File: src/hdl/integer_to_ascii_formatter_defines.svh
// Assertion macros for the integer to ASCII formatter.
// Included by files that carry concurrent checks; no other dependencies.
`ifndef INTEGER_TO_ASCII_FORMATTER_DEFINES_SVH
`define INTEGER_TO_ASCII_FORMATTER_DEFINES_SVH

`ifndef SYNTHESIS
`define ITAF_ASSERT(lbl, clk, rst, prop, msg) \
  lbl: assert property (@(posedge clk) disable iff (rst) prop) else $error(msg);
`define ITAF_ASSERT_ALWAYS(lbl, clk, prop, msg) \
  lbl: assert property (@(posedge clk) prop) else $error(msg);
`else
`define ITAF_ASSERT(lbl, clk, rst, prop, msg)
`define ITAF_ASSERT_ALWAYS(lbl, clk, prop, msg)
`endif

`endif

File: src/hdl/itaf_pkg.sv
// Shared types, character codes and helpers for the integer to ASCII formatter.
// No dependencies.
`timescale 1ns / 1ps
`default_nettype none

package itaf_pkg;

  localparam int VALUE_BITS_DEF = 32;
  localparam int MAX_DIGITS_DEF = 32;
  localparam int COUNT_W        = 6;
  localparam int LEN_W          = 7;
  localparam int WIDTH_W        = 6;

  localparam logic [7:0] CH_SPACE = 8'h20;
  localparam logic [7:0] CH_MINUS = 8'h2d;
  localparam logic [7:0] CH_ZERO  = 8'h30;

  typedef enum logic [1:0] {
    BASE_BIN = 2'd0,
    BASE_OCT = 2'd1,
    BASE_DEC = 2'd2,
    BASE_HEX = 2'd3
  } base_t;

  typedef struct packed {
    logic                 is_negative;
    base_t                base;
    logic                 show_prefix;
    logic                 zero_pad;
    logic [WIDTH_W-1:0]   pad_width;
  } item_opts_t;

  typedef struct packed {
    logic               done;
    logic [COUNT_W-1:0] count;
    logic [3:0]         digit;
  } conv_status_t;

  function automatic logic [7:0] digit_char(input logic [3:0] d);
    if (d < 4'd10) begin
      return 8'h30 + {4'h0, d};
    end
    return 8'h57 + {4'h0, d};
  endfunction

  function automatic logic [7:0] prefix_char(input base_t b);
    logic [7:0] c;
    case (b)
      BASE_BIN: c = 8'h62;
      BASE_OCT: c = 8'h6f;
      default:  c = 8'h78;
    endcase
    return c;
  endfunction

endpackage

`default_nettype wire

File: src/hdl/itaf_item_if.sv
// Input channel: one integer with its format options per beat.
// Uses itaf_pkg for nothing but shares its width conventions.
`timescale 1ns / 1ps
`default_nettype none

interface itaf_item_if #(
  parameter int VALUE_BITS = 32
);
  logic                  valid;
  logic                  ready;
  logic [VALUE_BITS-1:0] value;
  logic                  is_negative;
  logic [1:0]            base_select;
  logic                  show_prefix;
  logic                  zero_pad;
  logic [5:0]            pad_width;

  modport source (
    output valid, value, is_negative, base_select, show_prefix, zero_pad, pad_width,
    input  ready
  );
  modport sink (
    input  valid, value, is_negative, base_select, show_prefix, zero_pad, pad_width,
    output ready
  );
endinterface

`default_nettype wire

File: src/hdl/itaf_text_if.sv
// Output channel: one ASCII character per beat, last marks the end of a run.
// No dependencies.
`timescale 1ns / 1ps
`default_nettype none

interface itaf_text_if;
  logic       valid;
  logic       ready;
  logic [7:0] out_byte;
  logic       last;

  modport source (output valid, out_byte, last, input ready);
  modport sink (input valid, out_byte, last, output ready);
endinterface

`default_nettype wire

File: src/hdl/itaf_convert.sv
// Digit unit: one shared shift/adjust register turns the magnitude into digits,
// most significant digit left at the top nibble. Depends on itaf_pkg.
`timescale 1ns / 1ps
`default_nettype none

module itaf_convert #(
  parameter int VALUE_BITS = 32,
  parameter int MAX_DIGITS = 32
) (
  input  wire logic                    clk,
  input  wire logic                    rst,
  input  wire logic                    start,
  input  wire logic [VALUE_BITS-1:0]   value,
  input  wire itaf_pkg::item_opts_t    opts,
  input  wire logic                    pop,
  output itaf_pkg::conv_status_t       status
);
  import itaf_pkg::*;

  localparam int DW    = 4 * MAX_DIGITS;
  localparam int BIT_W = $clog2(VALUE_BITS + 1);

  typedef enum logic [4:0] {
    C_IDLE  = 5'b00001,
    C_POW2  = 5'b00010,
    C_DEC   = 5'b00100,
    C_ALIGN = 5'b01000,
    C_HOLD  = 5'b10000
  } conv_state_t;

  conv_state_t           state;
  logic [VALUE_BITS-1:0] rem;
  logic [DW-1:0]         digits;
  logic [COUNT_W-1:0]    count;
  logic [BIT_W-1:0]      bits_left;
  logic                  sticky;
  base_t                 base;

  logic [VALUE_BITS-1:0] mag;
  logic [VALUE_BITS-1:0] rem_shr;
  logic [3:0]            pow_digit;
  logic [DW-1:0]         adj;
  logic [3:0]            top_nib;

  assign mag     = opts.is_negative ? (~value + VALUE_BITS'(1)) : value;
  assign top_nib = digits[DW-1 -: 4];

  always_comb begin
    case (base)
      BASE_BIN: begin
        rem_shr   = rem >> 1;
        pow_digit = {3'b000, rem[0]};
      end
      BASE_OCT: begin
        rem_shr   = rem >> 3;
        pow_digit = {1'b0, rem[2:0]};
      end
      default: begin
        rem_shr   = rem >> 4;
        pow_digit = rem[3:0];
      end
    endcase
  end

  always_comb begin
    for (int i = 0; i < MAX_DIGITS; i++) begin
      adj[4*i +: 4] = (digits[4*i +: 4] >= 4'd5) ? digits[4*i +: 4] + 4'd3
                                                   : digits[4*i +: 4];
    end
  end

  always_ff @(posedge clk) begin
    if (rst) begin
      state     <= C_IDLE;
      count     <= '0;
      rem       <= '0;
      bits_left <= '0;
      sticky    <= 1'b0;
      base      <= BASE_BIN;
    end else if (start) begin
      rem       <= mag;
      base      <= opts.base;
      count     <= '0;
      sticky    <= 1'b0;
      bits_left <= BIT_W'(VALUE_BITS);
      if (opts.base == BASE_DEC) begin
        digits <= '0;
        state  <= C_DEC;
      end else begin
        state  <= C_POW2;
      end
    end else begin
      unique case (state)
        C_POW2: begin
          digits <= {pow_digit, digits[DW-1:4]};
          rem    <= rem_shr;
          count  <= count + COUNT_W'(1);
          if (rem_shr == '0 || count == COUNT_W'(MAX_DIGITS - 1)) begin
            state <= C_HOLD;
          end
        end
        C_DEC: begin
          digits    <= {adj[DW-2:0], rem[VALUE_BITS-1]};
          rem       <= rem << 1;
          sticky    <= sticky | adj[DW-1];
          bits_left <= bits_left - BIT_W'(1);
          if (bits_left == BIT_W'(1)) begin
            count <= COUNT_W'(MAX_DIGITS);
            state <= C_ALIGN;
          end
        end
        C_ALIGN: begin
          if (sticky || count == COUNT_W'(1) || top_nib != 4'h0) begin
            state <= C_HOLD;
          end else begin
            digits <= {digits[DW-5:0], 4'h0};
            count  <= count - COUNT_W'(1);
          end
        end
        C_HOLD: begin
          if (pop) begin
            digits <= {digits[DW-5:0], 4'h0};
          end
        end
        default: begin
          state <= C_IDLE;
        end
      endcase
    end
  end

  assign status.done  = (state == C_HOLD);
  assign status.count = count;
  assign status.digit = top_nib;

endmodule

`default_nettype wire

File: src/hdl/itaf_emit.sv
// Character sequencer: pads, sign, prefix and digits, one beat per cycle
// unless stalled, via an output register. Uses itaf_pkg, itaf_text_if.
`timescale 1ns / 1ps
`default_nettype none

module itaf_emit (
  input  wire logic                   clk,
  input  wire logic                   rst,
  input  wire logic                   start,
  input  wire itaf_pkg::item_opts_t   opts,
  input  wire itaf_pkg::conv_status_t status,
  output logic                        pop,
  output logic                        idle,
  itaf_text_if.source                 text
);
  import itaf_pkg::*;

  typedef enum logic [7:0] {
    E_IDLE  = 8'b00000001,
    E_WAIT  = 8'b00000010,
    E_SPACE = 8'b00000100,
    E_SIGN  = 8'b00001000,
    E_PFX0  = 8'b00010000,
    E_PFXL  = 8'b00100000,
    E_ZERO  = 8'b01000000,
    E_DIGIT = 8'b10000000
  } emit_state_t;

  emit_state_t        state;
  logic               neg;
  base_t              base;
  logic               pfx;
  logic               zpad;
  logic [WIDTH_W-1:0] width;
  logic [WIDTH_W-1:0] pad_cnt;
  logic [COUNT_W-1:0] dig_left;
  logic               out_valid;
  logic [7:0]         out_byte;
  logic               out_last;

  logic [LEN_W-1:0]   body;
  logic [WIDTH_W-1:0] pad_calc;
  logic [WIDTH_W-1:0] pad_src;
  logic               adv;
  logic               char_state;
  logic [7:0]         char_next;
  emit_state_t        f_space;
  emit_state_t        f_sign;
  emit_state_t        f_pfx;
  emit_state_t        f_zero;

  assign body = LEN_W'(neg) + (pfx ? LEN_W'(2) : LEN_W'(0)) + LEN_W'(status.count);
  assign pad_calc = ({1'b0, width} > body) ? WIDTH_W'({1'b0, width} - body) : '0;
  assign pad_src  = (state == E_WAIT) ? pad_calc : pad_cnt;

  assign f_zero  = (zpad && pad_src != '0) ? E_ZERO : E_DIGIT;
  assign f_pfx   = pfx ? E_PFX0 : f_zero;
  assign f_sign  = neg ? E_SIGN : f_pfx;
  assign f_space = (!zpad && pad_src != '0) ? E_SPACE : f_sign;

  assign adv = !out_valid || text.ready;
  assign char_state = (state == E_SPACE) || (state == E_SIGN) || (state == E_PFX0) ||
                      (state == E_PFXL) || (state == E_ZERO) || (state == E_DIGIT);
  assign pop  = adv && (state == E_DIGIT);
  assign idle = (state == E_IDLE);

  always_comb begin
    unique case (state)
      E_SPACE: char_next = CH_SPACE;
      E_SIGN:  char_next = CH_MINUS;
      E_PFX0:  char_next = CH_ZERO;
      E_PFXL:  char_next = prefix_char(base);
      E_ZERO:  char_next = CH_ZERO;
      E_DIGIT: char_next = digit_char(status.digit);
      default: char_next = CH_ZERO;
    endcase
  end

  always_ff @(posedge clk) begin
    if (rst) begin
      state     <= E_IDLE;
      out_valid <= 1'b0;
      pad_cnt   <= '0;
      dig_left  <= '0;
    end else begin
      if (adv) begin
        out_valid <= char_state;
      end
      if (adv && char_state) begin
        out_byte <= char_next;
        out_last <= (state == E_DIGIT) && (dig_left == COUNT_W'(1));
      end
      unique case (state)
        E_IDLE: begin
          if (start) begin
            neg   <= opts.is_negative;
            base  <= opts.base;
            pfx   <= opts.show_prefix && (opts.base != BASE_DEC);
            zpad  <= opts.zero_pad;
            width <= opts.pad_width;
            state <= E_WAIT;
          end
        end
        E_WAIT: begin
          if (status.done) begin
            pad_cnt  <= pad_calc;
            dig_left <= status.count;
            state    <= f_space;
          end
        end
        E_SPACE: begin
          if (adv) begin
            pad_cnt <= pad_cnt - WIDTH_W'(1);
            if (pad_cnt == WIDTH_W'(1)) begin
              state <= f_sign;
            end
          end
        end
        E_SIGN: begin
          if (adv) begin
            state <= f_pfx;
          end
        end
        E_PFX0: begin
          if (adv) begin
            state <= E_PFXL;
          end
        end
        E_PFXL: begin
          if (adv) begin
            state <= f_zero;
          end
        end
        E_ZERO: begin
          if (adv) begin
            pad_cnt <= pad_cnt - WIDTH_W'(1);
            if (pad_cnt == WIDTH_W'(1)) begin
              state <= E_DIGIT;
            end
          end
        end
        E_DIGIT: begin
          if (adv) begin
            dig_left <= dig_left - COUNT_W'(1);
            if (dig_left == COUNT_W'(1)) begin
              state <= E_IDLE;
            end
          end
        end
        default: begin
          state <= E_IDLE;
        end
      endcase
    end
  end

  assign text.valid    = out_valid;
  assign text.out_byte = out_byte;
  assign text.last     = out_last;

endmodule

`default_nettype wire

File: src/hdl/integer_to_ascii_formatter.sv
// Top level of the integer to ASCII formatter: digit unit plus character sequencer.
// Depends on itaf_pkg, itaf_item_if, itaf_text_if, itaf_convert, itaf_emit.
`timescale 1ns / 1ps
`default_nettype none
`include "integer_to_ascii_formatter_defines.svh"

// One item in, one run of ASCII characters out, one character per beat with
// last on the final one. The block takes one item at a time; ready rises again
// once the final character has been loaded into the output register, so the
// next item may enter while that character still waits. Digits come from one
// shared shift register: bases 2, 8 and 16 shift out one digit at a time, while
// decimal shifts in every bit of the magnitude with a shift-and-adjust step and
// then trims leading zero digit positions one at a time (MAX_DIGITS minus the
// digit count). After that the run streams at one character per cycle while
// the sink is ready.
module integer_to_ascii_formatter #(
  parameter int VALUE_BITS = itaf_pkg::VALUE_BITS_DEF,
  parameter int MAX_DIGITS = itaf_pkg::MAX_DIGITS_DEF
) (
  input  wire logic   clk,
  input  wire logic   rst,
  itaf_item_if.sink   item,
  itaf_text_if.source text
);
  import itaf_pkg::*;

  logic         start;
  logic         pop;
  logic         idle;
  item_opts_t   opts;
  conv_status_t status;

  assign opts.is_negative = item.is_negative;
  assign opts.base        = base_t'(item.base_select);
  assign opts.show_prefix = item.show_prefix;
  assign opts.zero_pad    = item.zero_pad;
  assign opts.pad_width   = item.pad_width;

  assign item.ready = idle;
  assign start      = item.valid && idle;

  itaf_convert #(
    .VALUE_BITS (VALUE_BITS),
    .MAX_DIGITS (MAX_DIGITS)
  ) u_convert (
    .clk    (clk),
    .rst    (rst),
    .start  (start),
    .value  (item.value),
    .opts   (opts),
    .pop    (pop),
    .status (status)
  );

  itaf_emit u_emit (
    .clk    (clk),
    .rst    (rst),
    .start  (start),
    .opts   (opts),
    .status (status),
    .pop    (pop),
    .idle   (idle),
    .text   (text)
  );

  `ITAF_ASSERT(a_busy_after_accept, clk, rst, start |=> !item.ready, "ready high after accept")
  `ITAF_ASSERT(a_only_last_pending, clk, rst, start |-> !(text.valid && !text.last), "item accepted mid run")
  `ITAF_ASSERT(a_count_range, clk, rst, status.done |-> (status.count != '0 && status.count <= COUNT_W'(MAX_DIGITS)), "digit count out of range")
  `ITAF_ASSERT(a_pop_when_done, clk, rst, pop |-> status.done, "digit taken before conversion done")

endmodule

`default_nettype wire

File: src/flat_wrapper.sv
// flat-port wrapper written by rule: the top's interface ports become plain ports
module integer_to_ascii_formatter_flat import itaf_pkg::*;
#(
  parameter int VALUE_BITS = itaf_pkg::VALUE_BITS_DEF,
  parameter int MAX_DIGITS = itaf_pkg::MAX_DIGITS_DEF
)
  (clk, rst, item_valid, item_value, item_is_negative, item_base_select, item_show_prefix, item_zero_pad, item_pad_width, item_ready, text_valid, text_out_byte, text_last, text_ready);
  itaf_item_if #(.VALUE_BITS(VALUE_BITS)) item_i ();
  itaf_text_if text_i ();
  input  wire logic clk;
  input  wire logic rst;
  input wire logic [$bits(item_i.valid)-1:0] item_valid;
  input wire logic [$bits(item_i.value)-1:0] item_value;
  input wire logic [$bits(item_i.is_negative)-1:0] item_is_negative;
  input wire logic [$bits(item_i.base_select)-1:0] item_base_select;
  input wire logic [$bits(item_i.show_prefix)-1:0] item_show_prefix;
  input wire logic [$bits(item_i.zero_pad)-1:0] item_zero_pad;
  input wire logic [$bits(item_i.pad_width)-1:0] item_pad_width;
  output wire logic [$bits(item_i.ready)-1:0] item_ready;
  output wire logic [$bits(text_i.valid)-1:0] text_valid;
  output wire logic [$bits(text_i.out_byte)-1:0] text_out_byte;
  output wire logic [$bits(text_i.last)-1:0] text_last;
  input wire logic [$bits(text_i.ready)-1:0] text_ready;
  assign item_i.valid = item_valid;
  assign item_i.value = item_value;
  assign item_i.is_negative = item_is_negative;
  assign item_i.base_select = item_base_select;
  assign item_i.show_prefix = item_show_prefix;
  assign item_i.zero_pad = item_zero_pad;
  assign item_i.pad_width = item_pad_width;
  assign item_ready = item_i.ready;
  assign text_valid = text_i.valid;
  assign text_out_byte = text_i.out_byte;
  assign text_last = text_i.last;
  assign text_i.ready = text_ready;
  integer_to_ascii_formatter #(.VALUE_BITS(VALUE_BITS), .MAX_DIGITS(MAX_DIGITS)) u_core (.clk(clk), .rst(rst), .item(item_i), .text(text_i));
endmodule
File: config.mk
export PLATFORM = sky130hd
export DESIGN_NAME = integer_to_ascii_formatter_flat
export DESIGN_NICKNAME = d
export VERILOG_FILES = /design/src/hdl/itaf_pkg.sv /design/src/hdl/itaf_item_if.sv /design/src/hdl/itaf_text_if.sv /design/src/hdl/itaf_convert.sv /design/src/hdl/itaf_emit.sv /design/src/hdl/integer_to_ascii_formatter.sv /design/src/flat_wrapper.sv
export VERILOG_INCLUDE_DIRS = /design/src /design/src/hdl
export SDC_FILE = /design/constraint.sdc
export NUM_CORES = 1
export LEC_CHECK = 0
export BUFFER_PORTS_ARGS = -buffer_cell sky130_fd_sc_hd__buf_2
export CAP_MARGIN = 20
export CORE_MARGIN = 2
export CORE_UTILIZATION = 25
export CTS_CLUSTER_DIAMETER = 200
export CTS_CLUSTER_SIZE = 40
export DETAILED_ROUTE_END_ITERATION = 10
export GPL_TIMING_DRIVEN = 0
export PLACE_DENSITY = 0.49
export SYNTH_ARGS = -nofsm -noshare
export SYNTH_HDL_FRONTEND = slang
export SYNTH_SLANG_ARGS = --single-unit
File: constraint.sdc
create_clock -name clk -period 11.6 [get_ports clk]
set_input_delay 0.58 -clock clk [delete_from_list [all_inputs] [get_ports clk]]
set_output_delay 0.58 -clock clk [all_outputs]
set_load 0.05 [all_outputs]
==> Yosys cells after proc, flatten, opt, wreduce, memory -nomap -nowiden <==
Cells that the tools add are included.
Widths: inputs -> output; s select.
{ "word_totals": {"word_cells": 264, "mem_bits_rw": 0, "n_memories": 0, "latch_bits": 0, "mem_bits_ro": 0, "inputBits": 47, "output_inout_bits": 11, "ff_bits": 221} }
{ "op_classes": {"eq_ne": 42, "multipliers": 0, "mux": 84, "div_mod_pow": 0, "bitwise_logic": 3, "order_cmp": 34, "n_addsub": 43, "shift": 0, "reduce_logical": 39} }
{ "op_table": {"columns": ["operator", "n"], "rows": [
  ["$mux 128", 4],
  ["$pmux 128 s4", 1],
  ["$mux 8", 17],
  ["$add 4x2->4 const B", 32],
  ["$ge 4x3->1 const B", 32],
  ["$mux 4", 32],
  ["$mux 32", 2],
  ["$pmux 32 s2", 1],
  ["$pmux 8 s8", 1],
  ["$pmux 31 s2", 1],
  ["$mux 6", 10],
  ["$add 32x1->32 const B", 1],
  ["$logic_not 32->1", 1],
  ["$not 32->32", 1],
  ["$pmux 8 s4", 1],
  ["$eq 6x1->1 const B", 4],
  ["$pmux 6 s2", 2],
  ["$sub 6x1->6 const B", 4],
  ["$mux 5", 4],
  ["$ne 2x2->1 const B", 10],
  ["$pmux 5 s4", 1],
  ["$pmux 6 s3", 1],
  ["$ne 2x1->1 const B", 7],
  ["$ne 3x2->1 const B", 4],
  ["46 further kinds", 71]
]} }

==> Depth between registers and ports, before layout <==
{ "depth": {"word_depth": 14, "mapped_depth": 13} }

==> Cells and area by module <==
From an unflattened synthesis, not the netlist that was laid out.
{ "hier_totals": {"cells_unflattened": 1893, "area_unflattened_um2": 15686.3} }
{ "modules_own_cells": {"columns": ["module", "area_per_inst_um2", "cells_each", "n_inst"], "rows": [
  ["itaf_convert", 13061.3, 1600, 1],
  ["itaf_emit", 2618.8, 292, 1],
  ["integer_to_ascii_formatter", 6.3, 1, 1]
]} }

==> Worst setup path after synthesis <==
No wires, ideal clock.
{ "synth_path": {"path_type": "reg-to-reg", "start": "reg u_core.u_emit.state[3]", "end": "reg u_core.u_convert.digits[0], enable pin", "n_path_buf": 3, "synth_period_minus_slack_ns": 9.265, "setup_ns": 0.657, "t_arrival_ns": 8.608, "stages_incl_launch_ff": 10, "path_slack_ns": 2.335, "cell_sequence": "dfxtp_1 > buf_6 > or4_1 > buf_4 > nor4_4 > nand2_2 > nand2_2 > buf_6 > o21ai_0 > a21oi_1"} }
{ "synth_between": {"elab_chain_len": 4, "elab_cells_between_ends": 9} }
{ "synth_rtl": {"columns": ["item", "line", "text"], "rows": [
  ["start, declared", "itaf_emit.sv:29", "emit_state_t state;"],
  ["start signal, assigned", "itaf_emit.sv:108", "state <= f_space;"],
  ["start signal, assigned", "itaf_emit.sv:115", "state <= f_sign;"],
  ["start signal, assigned", "itaf_emit.sv:121", "state <= f_pfx;"],
  ["$eq 8x1->1 (*)", "itaf_emit.sv:65", "assign idle = (state == E_IDLE);"],
  ["via item_ready", "flat_wrapper.sv:19", "output wire logic [$bits(item_i.ready)-1:0] item_ready;"],
  ["$logic_and 1x1->1 (*)", "integer_to_ascii_formatter.sv:40", "assign start = item.valid && idle;"],
  ["$ne 3x1->1 (no line) (tied with other cells)", null, null],
  ["$reduce_and 5->1 (no line) (*)", null, null],
  ["end signal, assigned", "itaf_convert.sv:103", "digits <= {adj[DW-2:0], rem[VALUE_BITS-1]};"],
  ["end signal, assigned", "itaf_convert.sv:116", "digits <= {digits[DW-5:0], 4'h0};"],
  ["end signal, assigned", "itaf_convert.sv:122", "digits <= {digits[DW-5:0], 4'h0};"],
  ["end, declared", "itaf_convert.sv:33", "logic [DW-1:0] digits;"]
]} }
Mark *: on every way through the listed nets, which the timed path passes. The rest lies on a longest branch.
A chain may end at the register's enable or synchronous reset.

==> Worst setup path in the final report <==
{ "layout_path": {"start": "reg u_core.u_emit.state[3]", "end": "reg u_core.u_convert.digits[70], enable pin"} }
{ "layout_between": {"elab_chain_len": 4, "elab_cells_between_ends": 9} }
{ "layout_rtl": {"columns": ["item", "line"], "rows": [
  ["$eq 8x8->1 / $eq 8x1->1 (equally long branches)", "itaf_emit.sv:64, itaf_emit.sv:65"],
  ["$logic_and 1x1->1, on equally long branches", "itaf_emit.sv:64, integer_to_ascii_formatter.sv:40"],
  ["$ne 3x1->1 (no line) (tied with other cells)", null],
  ["$reduce_and 5->1 (no line) (*)", null]
]} }
Every way passes the cells marked *; elsewhere a longest branch is shown, timed or not.

==> flow_summary.yaml <==
die:
  fp.dieH_um: 256
  ios: 58
  row_count: 92
  core_area_um2: 63000
  dieArea_um2: 65600
  initial_core_util: 0.252
  die_w_um: 256
clock_tree:
  clock_path_buffers: 3
  cts_root_buf: "clkbuf_16"
  ctsHoldBuffers: 0
  cts_buffers: 9
  clock_latency_ns: 0.52
  clock_sinks: 220
  postCtsSetupRepairBufs: 0
  cts_resized: 0
  cts.clk_slew.worst_paths_ns: 0.16
  tritoncts: "done"
  cts_max_level: 1
synth:
  avgSynthCellArea_um2: 8.43
  synth_flop_cell: "edfxtp_1"
  ys.warnings.count: 0
  ys_seq_area_frac: 0.370
  syn_inst: 1884
  synth_edf_count: 147
  synth.distinct_cells: 75
  ys_seq_elements: 220
  synth_nets: 2016
  syn_area_um2: 15900
  ys_async_sr_fraction: 0
setup_path:
  end_kind: "flip-flop"
  critPathMaxStageDelay_ns: 0.51
  cpMaxStageDelayCell: "or4_1"
  critical_path_arrival_ns: 4.14
  path_cells: "buf_6 > or4_1 > buf_4 > nor4_4 > nand2_2 > nand2_2 > buf_6 > o21ai_0 > a21oi_4 > buf_12 > buf_12 > buf_12 > buf_12"
  cp.required_ns: 11.82
  critical_path.startpoint_type: "flip-flop"
  worstSetupPathType: "reg2reg"
  crit_fanout: 28
  cpMostUsedCell: "buf_12"
run:
  maxCapViolCount: 0
placed_design:
  place_ws_ns: 7.68
  dp_hpwl_um: 36800
  gp_congestion: 0.886
  numPortBuffers: 56
  placed_cells: 2793
final_layout:
  fin_nets: 2091
  drive_gt1_frac: 0.0892
  antenna_cells: 0
  seqCellArea_um2: 5880
  n_fill_cell: 6790
  layout_commonest_cell: "a21oi_1"
  areaGrowthSynthToFinish_pct: 10.9
  final_util: 0.280
  fin_cells: 2807
  layout_common_cells: "256 x a21oi_1, 230 x nor2_1, 191 x nand2_1"
  multiInputGateArea_um2: 9140
grt:
  grt.busiest_layer: "met2"
  grt_pass1_vias: 13900
  met1_usage: 0.205
  grt_util_all_layers: 0.145
  grt_antenna_before_repair: 0
  grtUsageMet3: 0.0119
  grt_pass1_wl_um: 78600
  grt_remaining_overflow: 0
  grt_max_degree: 42
  met2_usage: 0.236
power:
  p_leak_nw: 6.18
  max-vdd-ir-drop_mv: 0.0986
  power.density_nw_per_um2: 116
routing:
  wire_per_inst_um: 17.6
  num_vias: 14400
  drtIter0Drc: 1035
  viasPerCell: 5.15
  postRouteAntennaNets: 0
  drtPass1Iterations: 6
  routed_wl_um: 49400
  route.detailed.drc: 0
sta:
  slew_violations: 0
  clock_skew_ns: 0.0442
  setup_viol: 0
  layout_min_cycle_time_ns: 3.92
  tightest_slew_ns: 1.03
  period_share: 0.338
  setup_slack_ns: 7.68
  rsz0062_at_grt: "no"
  holdWs_ns: 0.245
  hold_violations: 0
  slew_headroom: 0.316
  max_freq_mhz: 255
  tns_ns: 0
worst_hold_path:
  hold_path.class: "in2reg"
run_status:
  outcome: "finished clean"
==> path summary, 6_finish.rpt <==
kind | start | endpoint | slack [ns] | depth (start not counted)
max | u_core.u_emit.state[3] | u_core.u_convert.digits[70] | 7.68 | 13
min | item_pad_width[1] | u_core.u_emit.width[1] | 0.25 | 1
max reg2reg | u_core.u_emit.state[3] | u_core.u_convert.digits[70] | 7.68 | 13
min reg2reg | u_core.u_emit.pad_cnt[5] | u_core.u_emit.pad_cnt[5] | 0.48 | 2
==> layer usage <==
metal,up-vias,part of all wire
li1,7014,-
met1,6968,0.48
met2,408,0.46
met3,53,0.046
met4,0,0.021
met5,-,0
==> power by group <==
part,switching [mW],internal (mW),total [mW],leakage [nW]
combinational,0.362,0.231,0.593,4.09
sequential,0.0946,0.933,1.03,1.96
clock,0.270,0.151,0.420,0.124
==> synth_stat cells (9+ instances only) <==
master    instances  area [um2]
nand2b_1         46         288
a221oi_1         32         280
or3_1            10        62.6
mux2i_1          30         300
o31ai_1           9        67.6
a21oi_1         257        1290
nand2_1         191         717
inv_1            86         323
buf_1            15        56.3
dfxtp_1          73        1460
o21ai_0         110         551
nor2_1          230         863
a22oi_1          36         270
nand3_1          20         100
o22ai_1          70         438
nor3b_1          31         233
o221ai_1         11        96.3
nor4_1           14        87.6
a211oi_1         19         143
clkbuf_1         64         240
xnor2_1          58         508
o211ai_1         10        75.1
buf_4            17         128
a31oi_1           9        56.3
buf_2            13        65.1
edfxtp_1        147        4410
ha_1             83        1040
nor3_1           29         145
xor2_1           24         210
mux2_2           25         282
==> logic make-up (layout without fill, tap and decap cells) <==
logic type | count (synthesis) | count (layout) | synth area share
buffers and inverters | 202 | 279 | 0.0556
xor gates and xnor gates | 82 | 82 | 0.0452
AOI/OAI and AO/OA | 613 | 613 | 0.239
adders and majority gates | 85 | 85 | 0.0679
and+or+nand+nor | 625 | 625 | 0.185
DFF | 220 | 220 | 0.370
muxes | 55 | 55 | 0.0366
other | 2 | 2 | 0.000473
==> final cells by class <==
| cell class | count | area share |
|---|---|---|
| Clock inverter | 1 | 0.00114 |
| Tap cell | 846 | 0.0601 |
| Clock buffer | 12 | 0.0134 |
| Multi-Input combinational cell | 1462 | 0.518 |
| Timing Repair Buffer | 64 | 0.0234 |
| Inverter | 87 | 0.0185 |
| Sequential cell | 220 | 0.333 |
| Buffer | 115 | 0.0316 |
==> flip-flops by register name, indices dropped and copies added, names as in the netlist <==
signal / cells
u_core.u_emit.dig_left: 6
u_core.u_emit.width: 6
u_core.u_emit.text.out_byte: 7
u_core.u_convert.rem: 32
u_core.u_convert.sticky: 1
u_core.u_convert.bits_left: 6
u_core.u_emit.state: 8
u_core.u_emit.base: 2
u_core.u_convert.digits: 128
u_core.u_emit.text.valid: 1
u_core.u_emit.neg: 1
u_core.u_emit.zpad: 1
u_core.u_convert.count: 6
u_core.u_convert.base: 2
u_core.u_emit.pfx: 1
u_core.u_convert.state: 5
u_core.u_emit.text.last: 1
u_core.u_emit.pad_cnt: 6
==> through the flow <==
stage | area (um2) | power (mW)
global placement | 17200 | 1.63
finish | 17600 | 2.04
global route | 17600 | 2.16
CTS | 17600 | 2.06
floorplan | 15900 | 1.45
detailed placement | 17400 | 1.63
==> critical path: cells and delay by family (launching register included) <==
family | cells | cell delay, ns
buf+inv | 7 | 1.38
simple gates | 4 | 1.44
compound gates | 2 | 0.43
flops | 1 | 0.34
Power figures use the tool's default switching activity.
